### config.mk
export PLATFORM = sky130hd
export DESIGN_NAME = fan_speed_step_regulator
export DESIGN_NICKNAME = d
export VERILOG_FILES = /design/src/hdl/fssr_pkg.sv /design/src/hdl/fan_speed_step_regulator.sv /design/src/hdl/fssr_div.sv
export SDC_FILE = /design/constraint.sdc
export NUM_CORES = 1
export LEC_CHECK = 0
export ABC_AREA = 1
export BUFFER_PORTS_ARGS = -buffer_cell sky130_fd_sc_hd__buf_4
export CAP_MARGIN = 40
export CORE_MARGIN = 1
export CORE_UTILIZATION = 67
export DETAILED_ROUTE_END_ITERATION = 6
export MAX_ROUTING_LAYER = met4
export PLACE_DENSITY_LB_ADDON = 0.1
export SYNTH_ARGS = -nofsm -noshare
export SYNTH_HDL_FRONTEND = slang
export SYNTH_SLANG_ARGS = --single-unit
### constraint.sdc
create_clock -name clk_i -period 19.95 [get_ports clk_i]
set_input_delay 5.985 -clock clk_i [delete_from_list [all_inputs] [get_ports clk_i]]
set_output_delay 5.985 -clock clk_i [all_outputs]
set_load 0.02 [all_outputs]
### src/hdl/fssr_pkg.sv
`timescale 1ns / 1ps
`default_nettype none
// ----------------------------------------------------------------------------
// fssr_pkg
// Types and constants shared by the fan speed step regulator files.
// ----------------------------------------------------------------------------
package fssr_pkg;

  localparam int unsigned MODE_W   = 3;
  localparam int unsigned VALUE_W  = 16;
  localparam int unsigned DUTY_W   = 8;
  localparam int unsigned SPEED_W  = 18;
  localparam int unsigned AVG_W    = 22;
  localparam int unsigned TARGET_W = 9;
  localparam int unsigned EDGE_W   = 16;
  localparam int unsigned FRAC_W   = 4;
  localparam int unsigned OUT_W    = 64;

  typedef enum logic [MODE_W-1:0] {
    MODE_EDGE    = 3'd0,
    MODE_TICK    = 3'd1,
    MODE_TARGET  = 3'd2,
    MODE_RAW     = 3'd3,
    MODE_PERCENT = 3'd4
  } mode_e;

  typedef enum logic [2:0] {
    ST_IDLE,
    ST_EXEC,
    ST_PUSH,
    ST_MULT,
    ST_CMP,
    ST_STEP,
    ST_AVG,
    ST_DONE
  } state_e;

  // step thresholds, step size is the number of limits exceeded
  localparam int unsigned STEP_COUNT = 6;
  localparam logic [6:0] STEP_LIMIT [STEP_COUNT] = '{
    7'd3, 7'd10, 7'd25, 7'd50, 7'd75, 7'd100
  };

  localparam logic [TARGET_W-1:0] TARGET_MAX  = 9'd270;
  localparam logic [VALUE_W-1:0]  TARGET_MIN  = 16'd5;
  localparam logic [SPEED_W-1:0]  PRESET_GAP  = 18'd40;
  localparam logic [9:0]          PRESET_BIAS = 10'd100;
  localparam logic [9:0]          DIV3_RECIP  = 10'd683;
  localparam int unsigned         DIV3_SHIFT  = 11;
  localparam logic [DUTY_W-1:0]   DUTY_MAX    = 8'd255;
  localparam logic [6:0]          PCT_MAX     = 7'd100;
  localparam logic [15:0]         PCT_RECIP   = 16'd41944;
  localparam int unsigned         PCT_SHIFT   = 22;

endpackage
`default_nettype wire

### src/hdl/fan_speed_step_regulator.sv
`timescale 1ns / 1ps
`default_nettype none
// ----------------------------------------------------------------------------
// fan_speed_step_regulator
// Edges, writes and idle ticks pass through EXEC and DONE; a regulating tick
// also runs PUSH, MULT, CMP, STEP and AVG, waiting in AVG for the bit-serial
// divider that forms the average. A request is taken only in IDLE.
// A finished result waits in the output register and holds off the next request.
// Reset clears all regulator state; the sample ring needs no clearing.
// ----------------------------------------------------------------------------
module fan_speed_step_regulator
  import fssr_pkg::*;
#(
  parameter int unsigned AVG_WINDOW = 20
) (
  input  wire logic               clk_i,
  input  wire logic               rst_ni,
  input  wire logic               s_axis_tvalid,
  output logic                    s_axis_tready,
  input  wire logic [VALUE_W-1:0] s_axis_tdata,  // value
  input  wire logic [MODE_W-1:0]  s_axis_tuser,  // mode
  output logic                    m_axis_tvalid,
  input  wire logic               m_axis_tready,
  // pwm_duty, pwm_written, current_speed, average_speed, target_speed,
  // manual_flag, zero fill
  output logic [OUT_W-1:0]        m_axis_tdata
);

  localparam int unsigned FILL_W = $clog2(AVG_WINDOW + 1);
  localparam int unsigned PTR_W  = (AVG_WINDOW > 1) ? $clog2(AVG_WINDOW) : 1;
  localparam int unsigned SUM_W  = SPEED_W + FILL_W;
  localparam int unsigned DVD_W  = SUM_W + FRAC_W;
  localparam int unsigned THR_W  = FILL_W + 7;
  localparam int unsigned PAD_W  = OUT_W - (DUTY_W + 1 + SPEED_W + AVG_W + TARGET_W + 1);

  state_e state_q, state_d;

  mode_e                mode_q;
  logic [VALUE_W-1:0]   value_q;
  logic [EDGE_W-1:0]    edge_q, edge_d;
  logic [SUM_W-1:0]     sum_q, sum_d;
  logic [FILL_W-1:0]    fill_q, fill_d;
  logic [PTR_W-1:0]     ptr_q, ptr_d;
  logic [DUTY_W-1:0]    duty_q, duty_d;
  logic [SPEED_W-1:0]   speed_q, speed_d;
  logic [TARGET_W-1:0]  target_q, target_d;
  logic                 manual_q, manual_d;
  logic [AVG_W-1:0]     avg_q, avg_d;
  logic                 written_q, written_d;
  logic [SUM_W-1:0]     dist_q, dist_d;
  logic [2:0]           step_q, step_d;
  logic [2:0]           idx_q, idx_d;
  logic                 out_valid_q, out_valid_d;
  logic [OUT_W-1:0]     out_data_q, out_data_d;

  logic [SPEED_W-1:0]   ring [AVG_WINDOW];
  logic [SPEED_W-1:0]   rd_q;
  logic                 ring_we;

  logic                 div_start;
  logic                 div_busy;
  logic [DVD_W-1:0]     div_quo;

  logic                 regulating;
  logic                 out_free;
  logic [SPEED_W-1:0]   sample;
  logic [TARGET_W-1:0]  tgt_clamp;
  logic [SPEED_W-1:0]   tgt_gap;
  logic [9:0]           preset_sum;
  logic [19:0]          preset_prod;
  logic [6:0]           pct;
  logic [14:0]          pct_x;
  logic [30:0]          pct_prod;
  logic [SUM_W-1:0]     scaled;
  logic [THR_W-1:0]     thr;
  logic [DUTY_W:0]      duty_up;

  assign regulating = (target_q != '0) && !manual_q;
  assign out_free   = !out_valid_q || m_axis_tready;
  assign sample     = {edge_q, 2'b00};

  always_comb begin
    tgt_clamp   = (value_q > VALUE_W'(TARGET_MAX)) ? TARGET_MAX : value_q[TARGET_W-1:0];
    tgt_gap     = (SPEED_W'(tgt_clamp) > speed_q) ? SPEED_W'(tgt_clamp) - speed_q
                                                  : speed_q - SPEED_W'(tgt_clamp);
    preset_sum  = 10'(tgt_clamp) + PRESET_BIAS;
    preset_prod = preset_sum * DIV3_RECIP;
    pct         = (value_q > VALUE_W'(PCT_MAX)) ? PCT_MAX : value_q[6:0];
    pct_x       = {pct, 8'b0} - 15'(pct);
    pct_prod    = 31'(pct_x) * 31'(PCT_RECIP);
    scaled      = SUM_W'(target_q) * SUM_W'(fill_q);
    thr         = THR_W'(STEP_LIMIT[idx_q]) * THR_W'(fill_q);
    duty_up     = {1'b0, duty_q} + (DUTY_W + 1)'(step_q);
  end

  // next state
  always_comb begin
    state_d = state_q;
    case (state_q)
      ST_IDLE: begin
        if (s_axis_tvalid) begin
          state_d = ST_EXEC;
        end
      end
      ST_EXEC: begin
        state_d = (mode_q == MODE_TICK && regulating) ? ST_PUSH : ST_DONE;
      end
      ST_PUSH: state_d = ST_MULT;
      ST_MULT: state_d = ST_CMP;
      ST_CMP: begin
        if (idx_q == 3'(STEP_COUNT - 1)) begin
          state_d = ST_STEP;
        end
      end
      ST_STEP: state_d = ST_AVG;
      ST_AVG: begin
        if (!div_busy) begin
          state_d = ST_DONE;
        end
      end
      ST_DONE: begin
        if (out_free) begin
          state_d = ST_IDLE;
        end
      end
      default: state_d = ST_IDLE;
    endcase
  end

  // datapath and outputs
  always_comb begin
    s_axis_tready = (state_q == ST_IDLE);
    edge_d      = edge_q;
    sum_d       = sum_q;
    fill_d      = fill_q;
    ptr_d       = ptr_q;
    duty_d      = duty_q;
    speed_d     = speed_q;
    target_d    = target_q;
    manual_d    = manual_q;
    avg_d       = avg_q;
    written_d   = written_q;
    dist_d      = dist_q;
    step_d      = step_q;
    idx_d       = idx_q;
    out_valid_d = out_valid_q && !m_axis_tready;
    out_data_d  = out_data_q;
    ring_we     = 1'b0;
    div_start   = 1'b0;
    case (state_q)
      ST_IDLE: begin
        written_d = 1'b0;
      end
      ST_EXEC: begin
        case (mode_q)
          MODE_EDGE: edge_d = edge_q + 1'b1;
          MODE_TICK: begin
            if (regulating) begin
              speed_d = sample;
            end
          end
          MODE_TARGET: begin
            manual_d = 1'b0;
            if (value_q < TARGET_MIN) begin
              target_d  = '0;
              duty_d    = '0;
              written_d = 1'b1;
              sum_d     = '0;
              fill_d    = '0;
              ptr_d     = '0;
              avg_d     = '0;
            end else begin
              target_d = tgt_clamp;
              if (tgt_gap > PRESET_GAP) begin
                duty_d    = preset_prod[DIV3_SHIFT +: DUTY_W];
                written_d = 1'b1;
              end
            end
          end
          MODE_RAW: begin
            manual_d  = 1'b1;
            duty_d    = (value_q > VALUE_W'(DUTY_MAX)) ? DUTY_MAX : value_q[DUTY_W-1:0];
            written_d = 1'b1;
          end
          MODE_PERCENT: begin
            manual_d  = 1'b1;
            duty_d    = pct_prod[PCT_SHIFT +: DUTY_W];
            written_d = 1'b1;
          end
          default: ;
        endcase
      end
      ST_PUSH: begin
        ring_we = 1'b1;
        edge_d  = '0;
        if (fill_q >= FILL_W'(AVG_WINDOW)) begin
          sum_d = sum_q - SUM_W'(rd_q) + SUM_W'(speed_q);
        end else begin
          fill_d = fill_q + 1'b1;
          sum_d  = sum_q + SUM_W'(speed_q);
        end
        ptr_d = (ptr_q == PTR_W'(AVG_WINDOW - 1)) ? '0 : ptr_q + 1'b1;
      end
      ST_MULT: begin
        div_start = 1'b1;
        dist_d    = (scaled > sum_q) ? scaled - sum_q : sum_q - scaled;
        step_d    = '0;
        idx_d     = '0;
      end
      ST_CMP: begin
        if (dist_q > SUM_W'(thr)) begin
          step_d = idx_q + 1'b1;
        end
        idx_d = idx_q + 1'b1;
      end
      ST_STEP: begin
        if (step_q != '0) begin
          written_d = 1'b1;
          if (SPEED_W'(target_q) > speed_q) begin
            duty_d = duty_up[DUTY_W] ? DUTY_MAX : duty_up[DUTY_W-1:0];
          end else begin
            duty_d = (duty_q < DUTY_W'(step_q)) ? '0 : duty_q - DUTY_W'(step_q);
          end
        end
      end
      ST_AVG: begin
        if (!div_busy) begin
          avg_d = div_quo[AVG_W-1:0];
        end
      end
      ST_DONE: begin
        if (out_free) begin
          out_valid_d = 1'b1;
          out_data_d  = {PAD_W'(0), manual_q, target_q, avg_q, speed_q, written_q, duty_q};
        end
      end
      default: ;
    endcase
  end

  always_ff @(posedge clk_i or negedge rst_ni) begin
    if (!rst_ni) begin
      state_q     <= ST_IDLE;
      edge_q      <= '0;
      sum_q       <= '0;
      fill_q      <= '0;
      ptr_q       <= '0;
      duty_q      <= '0;
      speed_q     <= '0;
      target_q    <= '0;
      manual_q    <= 1'b0;
      avg_q       <= '0;
      out_valid_q <= 1'b0;
    end else begin
      state_q     <= state_d;
      edge_q      <= edge_d;
      sum_q       <= sum_d;
      fill_q      <= fill_d;
      ptr_q       <= ptr_d;
      duty_q      <= duty_d;
      speed_q     <= speed_d;
      target_q    <= target_d;
      manual_q    <= manual_d;
      avg_q       <= avg_d;
      out_valid_q <= out_valid_d;
    end
  end

  always_ff @(posedge clk_i) begin
    if (state_q == ST_IDLE && s_axis_tvalid) begin
      mode_q  <= mode_e'(s_axis_tuser);
      value_q <= s_axis_tdata;
    end
    written_q  <= written_d;
    dist_q     <= dist_d;
    step_q     <= step_d;
    idx_q      <= idx_d;
    out_data_q <= out_data_d;
  end

  // sample ring
  always_ff @(posedge clk_i) begin
    if (ring_we) begin
      ring[ptr_q] <= speed_q;
    end
    rd_q <= ring[ptr_q];
  end

  fssr_div #(
    .DIVIDEND_W(DVD_W),
    .DIVISOR_W (FILL_W)
  ) u_div (
    .clk_i     (clk_i),
    .rst_ni    (rst_ni),
    .start_i   (div_start),
    .dividend_i({sum_q, FRAC_W'(0)}),
    .divisor_i (fill_q),
    .busy_o    (div_busy),
    .quotient_o(div_quo)
  );

  assign m_axis_tvalid = out_valid_q;
  assign m_axis_tdata  = out_data_q;

endmodule
`default_nettype wire

### src/hdl/fssr_div.sv
`timescale 1ns / 1ps
`default_nettype none
// ----------------------------------------------------------------------------
// fssr_div
// Restoring divider, one quotient bit per cycle while busy.
// ----------------------------------------------------------------------------
module fssr_div #(
  parameter int unsigned DIVIDEND_W = 27,
  parameter int unsigned DIVISOR_W  = 5
) (
  input  wire logic                  clk_i,
  input  wire logic                  rst_ni,
  input  wire logic                  start_i,
  input  wire logic [DIVIDEND_W-1:0] dividend_i,
  input  wire logic [DIVISOR_W-1:0]  divisor_i,
  output logic                       busy_o,
  output logic [DIVIDEND_W-1:0]      quotient_o
);

  localparam int unsigned CNT_W = $clog2(DIVIDEND_W + 1);

  logic                  busy_q;
  logic [CNT_W-1:0]      cnt_q;
  logic [DIVIDEND_W-1:0] quo_q;
  logic [DIVISOR_W-1:0]  rem_q;
  logic [DIVISOR_W-1:0]  divisor_q;
  logic [DIVISOR_W:0]    shifted;
  logic [DIVISOR_W:0]    diff;
  logic                  fits;

  always_comb begin
    shifted = {rem_q, quo_q[DIVIDEND_W-1]};
    fits    = shifted >= {1'b0, divisor_q};
    diff    = shifted - {1'b0, divisor_q};
  end

  always_ff @(posedge clk_i or negedge rst_ni) begin
    if (!rst_ni) begin
      busy_q <= 1'b0;
      cnt_q  <= '0;
    end else if (start_i) begin
      busy_q <= 1'b1;
      cnt_q  <= CNT_W'(DIVIDEND_W);
    end else if (busy_q) begin
      cnt_q <= cnt_q - 1'b1;
      if (cnt_q == CNT_W'(1)) begin
        busy_q <= 1'b0;
      end
    end
  end

  always_ff @(posedge clk_i) begin
    if (start_i) begin
      quo_q     <= dividend_i;
      rem_q     <= '0;
      divisor_q <= divisor_i;
    end else if (busy_q) begin
      rem_q <= fits ? diff[DIVISOR_W-1:0] : shifted[DIVISOR_W-1:0];
      quo_q <= {quo_q[DIVIDEND_W-2:0], fits};
    end
  end

  assign busy_o     = busy_q;
  assign quotient_o = quo_q;

endmodule
`default_nettype wire
==> impl_metrics.ini, run 1 <==
[critical_path]
required_ns = 13.96
slowest_stage = dfrtp_1
critPathMaxStageDelay_ns = 0.46
path_max_fanout = 5
startpoint_type = register
cp-end-kind = output pin
path_delay_family = flip-flops
reg2reg_to = dist_q[13]
crit_buf_inv = 2
regToRegStartpoint = fill_q[4]
worstRegToRegCells = 31
path_cells = nor2_1, inv_1, nor2_1, buf_4
crit_top_cell = nor2_1
crit_type = reg2out
r2r_slack_ns = 12.38
worstPathArrival_ns = 1.64

[cts]
postCtsSetupRepairBufs = 0
cts.path.max_buffers = 3
clock_sinks = 592
cts_tree = yes
cts_buffers = 61
htreeDepth = 2
hold_buffers = 0
clk_pin_slew_worst_paths_ns = 0.06
cts_resized = 0
cts_root_buf = clkbuf_16
clk_latency_ns = 0.67

[global_routing]
grt-ovfl-total = 0
grt_usage = 0.361
grt_pass1_wl_microns = 154000
antenna_found_initial = 0
grt_max_degree = 85
grt_pass1_vias = 28400

[placed_design]
port_buffers = 81
globalplace.congestion = 0.972
hpwl_microns = 71200
post-place-ws_ns = 12.40

[drt]
final_antenna_net_count = 0
num_vias = 29400
highest_layer = met4
drcViolationCount = 0
wl_met3_microns = 7780
drtIter0Drc = 2568
m1WireLength_microns = 39500
dr.pass1.iters = 6
viasPerCell = 5.94
wl_per_cell_microns = 20.0
wl_microns = 98700
route.met2.wl_microns = 47200

[floorplan]
row_count = 86
io_pins = 89
core-area_sq_um = 55400
die_height_microns = 239
dieWidth_microns = 239
initial_core_util = 0.681
die_area_sq_um = 57300

[timing]
slew_headroom = 0.391
setup_ws_ns = 12.33
fin_skew_ns = 0.0560
fmax_ghz = 0.131
setup_viol = 0
period_share = 0.382
tns_ns = 0
worst_pin_slew_ns = 0.914
fin_crit_ns = 7.62
rsz0062_at_grt = no
hold_viol = 0
final_max_slew_viol_count = 0

[cells_and_area]
nets = 4644
area_growth_pct = 10.2
drive_gt1_frac = 0.0736
nFillCells = 4035
regArea_sq_um = 17000
multi_input_area_sq_um = 18000
n_antenna_cell = 0

[yosys]
async_reset_ff_frac = 0.191
synth_area_sq_um = 37700
ys_types = 69
synth_seq_cells = 592
synth_edf_count = 454
synth_seq_area_share = 0.449
synthCells = 4036
yosysWarnings = 0
ys.flop_type = edfxtp_1
syn_area_per_cell_sq_um = 9.35

[worst_hold_path]
min_to = m_axis_tdata[8]
worstHoldStart = written_q
min_path_type = reg2reg
holdPathStages = 0

[power]
p_per_area_nw_per_um2 = 125
p_leak_nw = 18.9
vdd_ir_drop_max_v = 0.000142

[run]
max_cap_viol_count = 0

[outcome]
status = completed
cells in the mapped netlist (5+ instances only):
library cell	count	area, sq um
nand3_1	148	741
nand4_1	40	250
inv_1	637	2390
o22ai_1	125	782
nand3b_1	5	37.5
edfxtp_1	454	13600
a21oi_1	198	991
buf_4	7	52.6
a22oi_1	7	52.6
o21a_1	5	37.5
dfxtp_1	25	500
fa_1	144	2880
a31oi_1	13	81.3
o311ai_0	5	43.8
xor2_1	54	473
nor3_1	36	180
ha_1	329	4120
o21ai_0	348	1740
o211ai_1	16	120
nor4_1	11	68.8
o21bai_1	12	90.1
o31ai_1	7	52.6
dfrtp_1	113	2830
nand2_1	601	2260
inv_2	14	52.6
a22o_1	9	78.8
nor2_2	15	93.8
a211oi_1	7	52.6
clkbuf_1	86	323
a21boi_0	5	37.5
a21o_1	17	128
xnor2_1	22	193
nor2_1	428	1610
nand2_2	6	37.5
or2_2	12	75.1
a221o_1	9	90.1
clkinv_1	6	22.5
where the power goes:
group	internal, mW	switching, mW
clock network	0.657	0.501
logic	0.766	1.51
registers	1.59	0.174
total	3.01	2.19
worst reg2reg max path: cells and delay by family (launching register included):
kind,cells,cell delay (ns)
adder cells (fa/ha/maj),5,2.36
AO/OA/AOI/OAI,10,1.68
AND/OR/NAND/NOR,9,1.49
flip-flops,1,0.73
buffers and inverters,5,0.66
XOR/XNOR,2,0.40
cell usage in the layout, fill, tap and decap left out, types with 22 or more instances in the layout:
cell type	instances
dfxtp_1	25
buf_4	131
nand4_1	40
edfxtp_1	454
fa_1	144
clkbuf_16	61
nand3_1	148
a21oi_1	198
dfrtp_1	111
nor2_1	425
xnor2_1	22
o22ai_1	125
inv_1	637
nand2_1	601
ha_1	329
nor3_1	33
xor2_1	54
o21ai_0	348
routing by layer:
metal	vias up	GRT usage
met1	14100	0.463
li1	13800	-
met5	-	-
met2	1228	0.581
met4	0	0.142
met3	248	0.0549
metrics by stage:
| stage | hold WS, ns | util | area (sq um) | std cells | total power, mW |
|---|---|---|---|---|---|
| finish | 0.421 | 0.751 | 41600 | 4945 | 5.20 |
| global route | 0.428 | 0.751 | 41600 | 4945 | 5.52 |
| CTS | 0.421 | 0.751 | 41600 | 4945 | 5.18 |
| detailed placement | 0.405 | 0.714 | 39600 | 4833 | 4.01 |
| global placement | 0.402 | 0.709 | 39300 | 4821 | 3.95 |
| floorplan | 0.400 | - | 37800 | 4047 | 3.32 |
area by class of cell:
type | count | area share
multi-input combinational | 2695 | 0.432
tap | 748 | 0.0225
sequential | 592 | 0.408
clock inverter | 43 | 0.0117
clock buffer | 69 | 0.0374
timing repair buffer | 141 | 0.0295
inverter | 657 | 0.0593
registers in the layout, indices dropped and copies added (netlist names), 8 cells and up:
register and flops:
edge_q 16, target_q 9, dist_q 23, ring 320, duty_q 8, rd_q 16, avg_q 22, speed_q 16
m_axis_tdata 57, sum_q 21, value_q 16, u_div.quotient_o 27
worst max-delay path by stage:
stage | start | endpoint | cells after the start
6_report | state_q[0] | s_axis_tready | 4
3_5_place_dp | fill_q[4] | dist_q[13] | 31
4_1_cts | state_q[0] | s_axis_tready | 4
5_1_grt | fill_q[4] | dist_q[13] | 31
2_1_floorplan | m_axis_tready | m_axis_tdata[0] | 2
3_3_place_gp | value_q[3] | duty_q[3] | 35
cells by family (layout without fill, tap and decap cells):
group,count (synthesis),in the layout,share of synthesized area
simple gates,1322,1322,0.147
compound gates,808,808,0.122
buf+inv,760,910,0.0766
flops,592,592,0.449
fa+ha+maj,473,473,0.185
xor+xnor,79,79,0.0192
other cells,2,13,0.000199
(Power assumes the default switching activity.)
==> run 2, diff against run 1 <==
--- a/config.mk
+++ b/config.mk
@@ -5,11 +5,11 @@
 export SDC_FILE = /design/constraint.sdc
 export NUM_CORES = 1
 export LEC_CHECK = 0
-export ABC_AREA = 1
+export ABC_AREA = 0
 export BUFFER_PORTS_ARGS = -buffer_cell sky130_fd_sc_hd__buf_4
 export CAP_MARGIN = 40
 export CORE_MARGIN = 1
-export CORE_UTILIZATION = 67
+export CORE_UTILIZATION = 64
 export DETAILED_ROUTE_END_ITERATION = 6
 export MAX_ROUTING_LAYER = met4
 export PLACE_DENSITY_LB_ADDON = 0.1
==> constraint.sdc (replaced) <==
create_clock -name clk_i -period 7.7 [get_ports clk_i]
set_input_delay 2.31 -clock clk_i [delete_from_list [all_inputs] [get_ports clk_i]]
set_output_delay 2.31 -clock clk_i [all_outputs]
set_load 0.02 [all_outputs]
==> run 2 against run 1 <==
  * Count of clock-buffer cells in the layout up 6
  * Worst hold slack better by 0.032 ns
  * Synthesized cell count down 24%
  * Non-clock buffer count up 33
  * Global-route usage down 1.2 points
  * Cell count down 19%
  * Core utilization down 2.5 points
  * Worst setup slack worse by 12 ns
  * Wire length down 2.7%
  * Highest routed layer unchanged
==> impl_metrics.ini, run 2 <==
[placed_design]
globalplace.congestion = 0.928
port_buffers = 81
hpwl_microns = 67000
post-place-ws_ns = 0.0520

[floorplan]
core-area_sq_um = 56300
die_height_microns = 240
dieWidth_microns = 240
initial_core_util = 0.646
die_area_sq_um = 57800
row_count = 87
io_pins = 89

[timing]
final_max_slew_viol_count = 0
fmax_ghz = 0.136
worst_pin_slew_ns = 1.03
fin_skew_ns = 0.0800
slew_headroom = 0.316
setup_ws_ns = 0.362
tns_ns = 0
period_share = 0.953
rsz0062_at_grt = no
setup_viol = 0
hold_viol = 0
fin_crit_ns = 7.34

[critical_path]
critPathMaxStageDelay_ns = 0.56
slowest_stage = edfxtp_1
startpoint_type = register
reg2reg_to = duty_q[4]
crit_type = reg2reg
required_ns = 8.21
crit_top_cell = ha_1
path_max_fanout = 8
regToRegStartpoint = value_q[7]
worstRegToRegCells = 24
setup.worst_path.start = value_q[7]
worstPathArrival_ns = 7.85
r2r_slack_ns = 0.36
cp-end-kind = register
endpoint = duty_q[4]
path_cells = nor4_4, a21boi_2, or3_1, ha_1, a21oi_1, xnor2_1, nand2_1, ha_1, ha_1, fa_1, inv_1, fa_1, inv_1, fa_1, ha_1, or4_1, a311oi_1, nor3_2, a211o_1, a21oi_1, xnor2_1, a221oi_2, a31oi_1, mux2_4

[cells_and_area]
final_cell_mix = edfxtp_1 (454), inv_1 (366), ha_1 (328), nand2_1 (191), o21ai_0 (157)
area_growth_pct = 12.3
regMostFlops = ring
nets = 3682
final_common_cell = edfxtp_1
nFillCells = 3714
largest_reg_flops = 320
drive_gt1_frac = 0.136

[drt]
num_vias = 25000
dr.pass1.iters = 6
wl_microns = 96100
viasPerCell = 6.27
wl_per_cell_microns = 24.0
final_antenna_net_count = 0
drcViolationCount = 0
drtIter0Drc = 2115

[cts]
cts_tree = yes
hold_buffers = 0
cts_buffers = 61
cts_root_buf = clkbuf_16
htreeDepth = 2
clock_sinks = 592
clk_latency_ns = 0.69
cts.path.max_buffers = 3
clk_pin_slew_worst_paths_ns = 0.07

[yosys]
ys.flop_type = edfxtp_1
yosysWarnings = 0
synth_seq_cells = 592
syn_area_per_cell_sq_um = 11.9
yosysTopAreaCellShare = 0.375
synth_seq_area_share = 0.466
post-synth-top-area-cell = edfxtp_1
async_reset_ff_frac = 0.191
netlist_top_cells_count = edfxtp_1 (454), inv_1 (367), ha_1 (329)
synthCells = 3056
synth_area_leaders = edfxtp_1 (37%), ha_1 (11%), fa_1 (7.9%), dfrtp_1 (7.8%), mux4_2 (5.0%)
synth_edf_count = 454
synth_area_sq_um = 36400
synth.most_common_cell = edfxtp_1
ys_types = 86

[global_routing]
grt_pass1_vias = 25200
grt_usage = 0.349
grt-ovfl-total = 0
grt_max_degree = 61
grt_pass1_wl_microns = 146000
antenna_found_initial = 0

[power]
power.switching_mw = 4.75
p_per_area_nw_per_um2 = 314
p_int_mw = 8.07
vdd_ir_drop_max_v = 0.000328
combPwrFrac = 0.394
p_leak_nw = 17.3
pwr-share-seq = 0.357
clock_power_share = 0.249
switching_share = 0.370

[run]
max_cap_viol_count = 0

[worst_hold_path]
holdPathStages = 0
min_path_type = reg2reg
worstHoldStart = avg_q[1]

[outcome]
status = completed
-- run 2: changes by cell type after synthesis, moves of 83 or more --
| cell | change |
|---|---|
| nand2_1 | -409 |
| inv_1 | -270 |
| a21oi_1 | -83 |
| o22ai_1 | -119 |
| nor2_1 | -278 |
| o21ai_0 | -191 |
-- run 2: critical path, delay by kind of cell, from the launching register on --
| family | cells | cell delay [ns] |
|---|---|---|
| flip-flops | 1 | 0.56 |
| multiplexers | 1 | 0.28 |
| buffers and inverters | 2 | 0.11 |
| XOR/XNOR | 2 | 0.28 |
| AND/OR/NAND/NOR | 5 | 1.72 |
| adder cells (fa/ha/maj) | 7 | 2.64 |
| AO/OA/AOI/OAI | 7 | 1.62 |
-- run 2: how the worst min path moves through the flow --
stage / to / slack [ns]
floorplan: m_axis_tdata[8] / 0.40
global placement: m_axis_tdata[47] / 0.43
detailed placement: m_axis_tdata[39] / 0.44
CTS: m_axis_tdata[28] / 0.45
global route: m_axis_tdata[28] / 0.46
finish: m_axis_tdata[28] / 0.45
-- run 2: layout make-up --
cell class / instances / area, sq um / share of cell area
clock buffer: 75 / 1640 / 0.0401
timing repair buffer: 174 / 1680 / 0.0411
antenna: 2 / 5.00 / 0.000123
tap: 756 / 946 / 0.0232
sequential: 592 / 17000 / 0.416
multi-input combinational: 1987 / 17700 / 0.432
clock inverter: 40 / 546 / 0.0134
inverter: 370 / 1390 / 0.0340
-- run 2: power by group through the flow --
| stage | combinational, mW | clock, mW | sequential (mW) |
|---|---|---|---|
| after floorplan | 3.61 | 0 | 4.48 |
| after global placement | 4.76 | 0 | 4.61 |
| after detailed placement | 4.92 | 0 | 4.63 |
| after CTS | 4.99 | 3.22 | 4.57 |
| after global routing | 5.52 | 3.33 | 4.63 |
| final | 5.06 | 3.19 | 4.58 |
-- run 2: metrics by stage --
step                total power, mW  cells  utilization  cell area [sq um]  hold slack [ns]
CTS                            12.8   3988        0.724              40700            0.451
floorplan                      8.09   3067            -              36400            0.400
global placement               9.36   3837        0.674              37900            0.432
global route                   13.5   3994        0.725              40800            0.457
detailed placement             9.55   3873        0.685              38500            0.435
finish                         12.8   3996        0.726              40800            0.453
-- run 2: cell families (layout without fill, tap and decap cells) --
group / after synthesis / after routing / share of synthesized area
flops: 592 / 592 / 0.466
xor+xnor: 126 / 126 / 0.0303
compound gates: 538 / 538 / 0.0963
fa+ha+maj: 473 / 473 / 0.192
buf+inv: 488 / 659 / 0.0514
mux: 135 / 135 / 0.0666
other cells: 2 / 15 / 0.000206
simple gates: 702 / 702 / 0.0964
-- run 2: what timing repair did --
item	in CTS	in global routing
buffers inserted	0	6
resized for setup	1	13
pin swaps	0	2
endpoints found under the setup margin	1	10
-- run 2: metal layers --
| layer | part of all wire | vias to the layer above | track usage |
|---|---|---|---|
| met4 | 0.042 | 0 | 0.135 |
| met5 | 0 | - | - |
| li1 | - | 11200 | - |
| met3 | 0.066 | 263 | 0.0425 |
| met2 | 0.49 | 1155 | 0.570 |
| met1 | 0.40 | 12400 | 0.448 |
